<file path="config.mk">
export PLATFORM = sky130hd
export DESIGN_NAME = nnt_dist
export DESIGN_NICKNAME = d
export VERILOG_FILES = /design/src/nnt_pkg.sv /design/src/nnt_dist.sv
export SDC_FILE = /design/constraint.sdc
export NUM_CORES = 2
export LEC_CHECK = 0
export ABC_CLOCK_PERIOD_IN_PS = 8690
export BUFFER_PORTS_ARGS = -buffer_cell sky130_fd_sc_hd__buf_2
export CORE_MARGIN = 2
export CORE_UTILIZATION = 30
export CTS_BUF_LIST = sky130_fd_sc_hd__clkbuf_8 sky130_fd_sc_hd__clkbuf_16
export CTS_CLUSTER_SIZE = 24
export DETAILED_ROUTE_END_ITERATION = 10
export HOLD_SLACK_MARGIN = 0.06
export PLACE_DENSITY = 0.48
export SLEW_MARGIN = 20
export SYNTH_ARGS = -nofsm -noshare
export SYNTH_HDL_FRONTEND = slang
export SYNTH_SLANG_ARGS = --single-unit
</file>
<file path="constraint.sdc">
create_clock -name clk -period 8.69 [get_ports clk]
set_input_delay 2.1725 -clock clk [delete_from_list [all_inputs] [get_ports clk]]
set_output_delay 2.1725 -clock clk [all_outputs]
set_load 0.03 [all_outputs]
</file>
<file path="src/nnt_pkg.sv">
`default_nettype none

package nnt_pkg;

	// Fixed field geometry of a beat
	localparam int COORD_BITS = 16;
	localparam int DIMS = 4;
	localparam int OUT_DIMS = 2;
	localparam int ANS_BITS = 32;
	localparam int IDX_W = 6;
	localparam int CFG_W = 7;
	localparam int CFG_IDX_W = 1;
	localparam int ENTRIES_W = 7;
	localparam int DIMS_W = 3;
	localparam int DIFF_W = COORD_BITS;
	localparam int SQ_W = 2 * COORD_BITS;
	localparam int DIST_W = SQ_W + $clog2(DIMS);
	localparam int POINT_W = DIMS * COORD_BITS;
	localparam int ANSWER_W = OUT_DIMS * ANS_BITS;

	// Default table depth
	localparam int MAX_ENTRIES_DEF = 64;

	// Register reset values
	localparam logic [ENTRIES_W-1:0] ENTRIES_RST = 7'd1;
	localparam logic [DIMS_W-1:0] DIMS_RST = 3'd4;

	// Register indexes
	localparam logic [CFG_IDX_W-1:0] CFG_ENTRIES = 1'b0;
	localparam logic [CFG_IDX_W-1:0] CFG_DIMS = 1'b1;

	// Command and result codes
	localparam logic OP_WRITE = 1'b0;
	localparam logic OP_QUERY = 1'b1;
	localparam logic KIND_ACK = 1'b0;
	localparam logic KIND_ANSWER = 1'b1;

	typedef struct packed {
		logic opcode;
		logic [IDX_W-1:0] entry_index;
		logic signed [COORD_BITS-1:0] coord_0;
		logic signed [COORD_BITS-1:0] coord_1;
		logic signed [COORD_BITS-1:0] coord_2;
		logic signed [COORD_BITS-1:0] coord_3;
		logic signed [ANS_BITS-1:0] value_0;
		logic signed [ANS_BITS-1:0] value_1;
	} cmd_t;

	typedef struct packed {
		logic kind;
		logic signed [ANS_BITS-1:0] answer_0;
		logic signed [ANS_BITS-1:0] answer_1;
		logic [IDX_W-1:0] nearest_index;
		logic [DIST_W-1:0] distance_sq;
	} result_t;

	// Control that travels with each scanned entry
	typedef struct packed {
		logic valid;
		logic first;
		logic last;
	} scan_tag_t;

	typedef enum logic [3:0] {
		S_IDLE  = 4'b0001,
		S_SCAN  = 4'b0010,
		S_DRAIN = 4'b0100,
		S_FETCH = 4'b1000
	} state_t;

endpackage

`default_nettype wire

</file>
<file path="src/nnt_dist.sv">
`default_nettype none

module nnt_dist #(
	parameter int AW = 6
) (
	input  wire logic                        clk,
	input  wire logic                        arst_n,
	input  wire nnt_pkg::scan_tag_t          tag,
	input  wire logic [nnt_pkg::POINT_W-1:0] point,
	input  wire logic [nnt_pkg::POINT_W-1:0] query,
	input  wire logic [nnt_pkg::DIMS-1:0]    dmask,
	output logic                             done,
	output logic [AW-1:0]                    best_index,
	output logic [nnt_pkg::DIST_W-1:0]       best_dist
);

	localparam int CB = nnt_pkg::COORD_BITS;
	localparam int ND = nnt_pkg::DIMS;

	nnt_pkg::scan_tag_t tag_s1, tag_s2, tag_s3, tag_s4;
	logic [nnt_pkg::DIFF_W-1:0] diff_d;
	logic [nnt_pkg::DIFF_W-1:0] diff_s2 [ND];
	logic [nnt_pkg::SQ_W-1:0] sq_s3 [ND];
	logic [nnt_pkg::DIST_W-1:0] sum_d;
	logic [nnt_pkg::DIST_W-1:0] sum_s4;
	logic [AW-1:0] idx_q;
	logic [AW-1:0] cur_idx;
	logic [nnt_pkg::DIST_W-1:0] best_d_q;
	logic [AW-1:0] best_i_q;
	logic done_q;
	logic signed [CB:0] delta [ND];
	logic [nnt_pkg::DIFF_W-1:0] absd [ND];

	// Advance the tag alongside the data
	always_ff @(posedge clk or negedge arst_n) begin
		if (!arst_n) begin
			tag_s1 <= '0;
			tag_s2 <= '0;
			tag_s3 <= '0;
			tag_s4 <= '0;
		end else begin
			tag_s1 <= tag;
			tag_s2 <= tag_s1;
			tag_s3 <= tag_s2;
			tag_s4 <= tag_s3;
		end
	end

	// Absolute coordinate differences, unused dimensions forced to zero
	always_comb begin
		for (int d = 0; d < ND; d++) begin
			delta[d] = $signed({point[d*CB+CB-1], point[d*CB +: CB]})
				- $signed({query[d*CB+CB-1], query[d*CB +: CB]});
			diff_d = delta[d][CB] ? nnt_pkg::DIFF_W'(-delta[d])
				: nnt_pkg::DIFF_W'(delta[d]);
			absd[d] = dmask[d] ? diff_d : '0;
		end
	end

	always_ff @(posedge clk) begin
		for (int d = 0; d < ND; d++) begin
			diff_s2[d] <= absd[d];
		end
	end

	// Square each difference
	always_ff @(posedge clk) begin
		for (int d = 0; d < ND; d++) begin
			sq_s3[d] <= diff_s2[d] * diff_s2[d];
		end
	end

	// Sum the squares
	always_comb begin
		sum_d = '0;
		for (int d = 0; d < ND; d++) begin
			sum_d = sum_d + nnt_pkg::DIST_W'(sq_s3[d]);
		end
	end

	always_ff @(posedge clk) begin
		sum_s4 <= sum_d;
	end

	// Keep the running minimum; a tie keeps the earlier entry
	assign cur_idx = tag_s4.first ? '0 : AW'(idx_q + 1'b1);

	always_ff @(posedge clk or negedge arst_n) begin
		if (!arst_n) begin
			idx_q <= '0;
			done_q <= 1'b0;
		end else begin
			done_q <= tag_s4.valid && tag_s4.last;
			if (tag_s4.valid) begin
				idx_q <= cur_idx;
			end
		end
	end

	always_ff @(posedge clk) begin
		if (tag_s4.valid && (tag_s4.first || (sum_s4 < best_d_q))) begin
			best_d_q <= sum_s4;
			best_i_q <= cur_idx;
		end
	end

	assign done = done_q;
	assign best_index = best_i_q;
	assign best_dist = best_d_q;

endmodule

`default_nettype wire

</file>
==> results <==
- Clock latency on the worst-skew pair, taken at its later pin, is 0.60 ns.
- The number of buffers added by the clock tree synthesis step is 36.
- Input and output buffers added on the ports amount to 177.
- The first-pass GRT wire length is 172600 microns.
- The detailed-router iteration count before antenna repair is 5.
- In this run the static leakage power is 25.41 nW.
- In this run the vertical extent of the chip is 385.5 microns.
- The category of the worst setup path capture point is a flip-flop.
- The DRC violation count after routing is 0.
- The largest net degree at the start of global routing is 41.
- Post-CTS timing repair inserted 0 buffers for setup.
- The count of max-cap constraint violations is 0.
- The number of cell rows is 139.
- The area overhead of the layout relative to synthesis is 9.389%.
- The average instance area after synthesis is 9.141 sq um.
- The worst hold slack is 0.3499 ns.
- VDD sags by at most 377.9 uV.
- The congestion estimate from routability-driven global placement came to 0.8284.
- Clock-pin slew was measured on the worst setup and hold paths at 0.06 ns.
- Sorting the synthesized cells by how often they occur yields sky130_fd_sc_hd__inv_1 (1176), sky130_fd_sc_hd__fa_1 (716), sky130_fd_sc_hd__ha_1 (536), sky130_fd_sc_hd__nand2_1 (375), sky130_fd_sc_hd__dfxtp_1 (222).
- The post-synthesis register bit count is 281.
- The routed design has 104800 microns of wire.
- The via count normalized by instance count is 4.532.
- The highest clock frequency the design can meet is 143.4 MHz.
- The effective utilization at floorplan is 0.3032.
- The number of global-route vias before repair is 32700.
- Setup repair after global routing left no endpoint under its margin.
- The count of distinct cell types in the synthesized netlist is 85.
- The routed design could run at a clock period as short as 6.972 ns.
- The setup path with the least slack is of type reg2reg.
- In the final routed layout, each cell accounts on average for 15.34 microns.
- The actual slew at the worst max-slew pin is 1.074 ns.
- The net count of the finished layout is 6294.
- After floorplanning, the core was sized to cover 144000 sq um.
- Across every metal layer, demand over resource in global routing totals 0.1463.
- Dividing total power by cell area gives a power density of 398.2 nW/um^2.
- The startpoint identified for the worst register-to-register timing path is diff_s2[3][9]$_SDFF_PN0_.
- The die width is 385.5 microns.
- The count of pins over their slew limit is 0.
- The root buffer selected by CTS is sky130_fd_sc_hd__clkbuf_16.
- Counting the fill cells in the layout gives 15090.
- The wire-length estimate of the detail-placed layout is 88550 microns.
- For the worst flop-to-flop path, the logic depth is 25.
- Sorting the synthesized cells by area gives the leading types as sky130_fd_sc_hd__fa_1 (33%), sky130_fd_sc_hd__ha_1 (15%), sky130_fd_sc_hd__dfxtp_1 (10%), sky130_fd_sc_hd__inv_1 (10%), sky130_fd_sc_hd__xnor2_1 (3.4%).
- After the flow finishes, the layout carries non-filler instances totaling 6835.
- Of the post-synthesis cell area, the dominant cell type holds 0.3283.
- The die covers 148600 sq um.
- The data required time of the worst path is 9.22 ns.
- The tree built by TritonCTS fans out to 281 sinks.
- Post-CTS repair changed the size of 0 cells.
- The relative max-transition margin is 0.2813.
- The TritonCTS clock tree is yes.
- The number of antenna violations at the first check in global routing is 10.
- The post-synthesis cell count is 4776.
- The total number of H-tree levels is 2.
- The hold path depth is 0.
- The run finished with clean final reports.
- The cts-stage hold buffer count is 0.
- The number of DRC violations after detailed-routing iteration 0 is 1297.
- Once detail routing completed, the nets flagged for antenna violations numbered 0.
- Overall power consumption after layout is estimated at 19.02 mW.
- Between clock sinks in the finished design, the worst skew comes to 0.04003 ns.
- The synthesized design contains 40 enable-type register cells.
- The largest buffer count on any clock path is 3.
- Along the worst path, the maximum fanout reaches 14.
- The setup slack of the critical path after layout is 1.718 ns.
- STA puts the critical path data arrival time at 7.51 ns.
- The total number of vias is 30970.
- During synthesis, Yosys emitted a total of 0 warnings.
- sky130_fd_sc_hd__inv_1 is the most common cell in the netlist.
- Of the cells placed in the final design, the portion with a size suffix greater than 1 is 0.05699.
- Setup violations remaining at the end of the flow were counted as 0.
- Of the synthesized area, sequential elements account for 0.1402.
- The most critical setup path has its startpoint at diff_s2[3][9]$_SDFF_PN0_.
- The nature of the critical path startpoint is a flip-flop.
- The primary flip-flop cell chosen by synthesis mapping is sky130_fd_sc_hd__dfxtp_1.
- For the final routed database, the setup TNS stands at 0 ns.
- The placed cell count is 6770.
- The worst hold path belongs to the class reg2reg.
- Before CTS, the worst setup slack after placement is 1.731 ns.
- In this run the cell area of the synthesized design comes to 43660 sq um.
- The final hold violation count is 0.
- Of the available clock period, the critical path in the final layout requires 0.8023.
- Summed over all layers, the global routing overflow is 0.
- Of all flip-flops after synthesis, the portion carrying an async set or reset was 0.06762.
- The number of ports placed on the die boundary is 178.
- In this run the most critical hold path is launched from tag_s2[0]$_DFF_PN0_.
- sky130_fd_sc_hd__fa_1 takes more of the synthesized area than any other cell.
==> state kept, by name, indices dropped and copies added, names as in the netlist <==
register / count
tag_s1: 3
tag_s3: 3
best_index: 6
done: 1
diff_s2: 64
best_dist: 34
idx_q: 6
tag_s2: 3
tag_s4: 3
sum_s4: 34
sq_s3: 124
==> critical path, cell delays in order, from the launching register on <==
cell and delay, ns:
sky130_fd_sc_hd__dfxtp_1 0.50, sky130_fd_sc_hd__inv_1 0.27, sky130_fd_sc_hd__nor2_1 0.10, sky130_fd_sc_hd__fa_1 0.51, sky130_fd_sc_hd__inv_1 0.05, sky130_fd_sc_hd__fa_1 0.52
sky130_fd_sc_hd__inv_1 0.05, sky130_fd_sc_hd__fa_1 0.52, sky130_fd_sc_hd__inv_1 0.06, sky130_fd_sc_hd__fa_1 0.53, sky130_fd_sc_hd__inv_1 0.05, sky130_fd_sc_hd__fa_1 0.47
sky130_fd_sc_hd__inv_1 0.05, sky130_fd_sc_hd__fa_1 0.47, sky130_fd_sc_hd__inv_1 0.04, sky130_fd_sc_hd__ha_1 0.33, sky130_fd_sc_hd__a21oi_1 0.20, sky130_fd_sc_hd__o21bai_1 0.09
sky130_fd_sc_hd__a41oi_1 0.17, sky130_fd_sc_hd__o21ai_1 0.11, sky130_fd_sc_hd__a21oi_1 0.37, sky130_fd_sc_hd__o31ai_1 0.23, sky130_fd_sc_hd__o41a_1 0.45, sky130_fd_sc_hd__o31a_1 0.30
sky130_fd_sc_hd__a221oi_1 0.33, sky130_fd_sc_hd__xnor2_1 0.15
==> metrics by stage <==
step                        util  cell area, sq um
after floorplan                -             43660
after global placement    0.3238             46630
after detailed placement  0.3238             46630
after CTS                 0.3316             47750
after global routing      0.3316             47750
final                     0.3316             47760
==> cell families (layout without fill, tap and decap cells) <==
logic type | Yosys count | count (layout) | share of synthesized area
buffers and inverters | 1270 | 1424 | 0.1092
adders and majority gates | 1252 | 1252 | 0.4819
and+or+nand+nor | 1070 | 1070 | 0.1192
AOI/OAI and AO/OA | 639 | 639 | 0.09543
DFF | 281 | 281 | 0.1402
xor gates and xnor gates | 241 | 241 | 0.04866
muxes | 21 | 21 | 0.005159
other | 2 | 4 | 0.0001720
==> cell type report <==
cell class,instances,area (sq um),area share
clock buffers,40,967.2,0.02025
repair buffers,184,938.4,0.01965
inverters,1176,4414,0.09243
well taps,1903,2381,0.04986
diodes,1,2.502,0.00005240
flip-flops and latches,281,6121,0.1282
multi-input cells,3226,32780,0.6864
clock inverters,24,153.9,0.003223
==> where the power goes <==
part / internal (mW) / total, mW / switching, mW
clock: 0.808 / 1.44 / 0.632
combinational: 6.08 / 14.8 / 8.74
sequential: 2.07 / 2.76 / 0.692
total: 8.95 / 19.0 / 10.1
==> path summary, 6_finish.rpt <==
path	endpoint	slack (ns)
min in group asynchronous	tag_s1[0]$_DFF_PN0_	1.51
setup / recovery	sq_s3[3][30]$_DFF_P_	1.72
hold reg to reg	tag_s3[0]$_DFF_PN0_	0.35
setup reg to reg	sq_s3[3][30]$_DFF_P_	1.72
hold / removal	tag_s3[0]$_DFF_PN0_	0.35
max in group asynchronous	idx_q[3]$_DFFE_PN0P_	6.89
==> layout by cell type (no fill, tap or decap), types with 9 or more instances in the layout <==
cell type / count
sky130_fd_sc_hd__o211ai_1: 13
sky130_fd_sc_hd__clkbuf_16: 37
sky130_fd_sc_hd__fa_1: 716
sky130_fd_sc_hd__or2_2: 13
sky130_fd_sc_hd__mux2_2: 12
sky130_fd_sc_hd__o21bai_1: 29
sky130_fd_sc_hd__a211oi_1: 16
sky130_fd_sc_hd__nand2_1: 374
sky130_fd_sc_hd__a31oi_1: 22
sky130_fd_sc_hd__o21ai_0: 107
sky130_fd_sc_hd__and3_1: 30
sky130_fd_sc_hd__or3_1: 30
sky130_fd_sc_hd__a21o_1: 112
sky130_fd_sc_hd__nand3_1: 38
sky130_fd_sc_hd__inv_1: 1186
sky130_fd_sc_hd__nand4_1: 14
sky130_fd_sc_hd__edfxtp_1: 40
sky130_fd_sc_hd__buf_2: 177
sky130_fd_sc_hd__o21a_1: 36
sky130_fd_sc_hd__nor2_1: 197
sky130_fd_sc_hd__nor2b_1: 47
sky130_fd_sc_hd__dfrtp_1: 19
sky130_fd_sc_hd__and2_1: 197
sky130_fd_sc_hd__a21boi_1: 9
sky130_fd_sc_hd__nor3_1: 52
sky130_fd_sc_hd__a21oi_1: 177
sky130_fd_sc_hd__o21ai_1: 17
sky130_fd_sc_hd__xnor2_1: 169
sky130_fd_sc_hd__nor4_1: 14
sky130_fd_sc_hd__dfxtp_1: 222
sky130_fd_sc_hd__xor2_1: 71
sky130_fd_sc_hd__ha_1: 536
sky130_fd_sc_hd__o31ai_1: 12
sky130_fd_sc_hd__nand2b_1: 38
==> per-layer routing <==
metal  track usage  share of wire  up-vias
met5             0        0.00026        -
met4       0.03718          0.023        4
met3       0.02095          0.041      105
met2        0.2501           0.48      419
met1        0.1935           0.45    15320
li1              -              -    15130
Power figures use the tool's default switching activity.
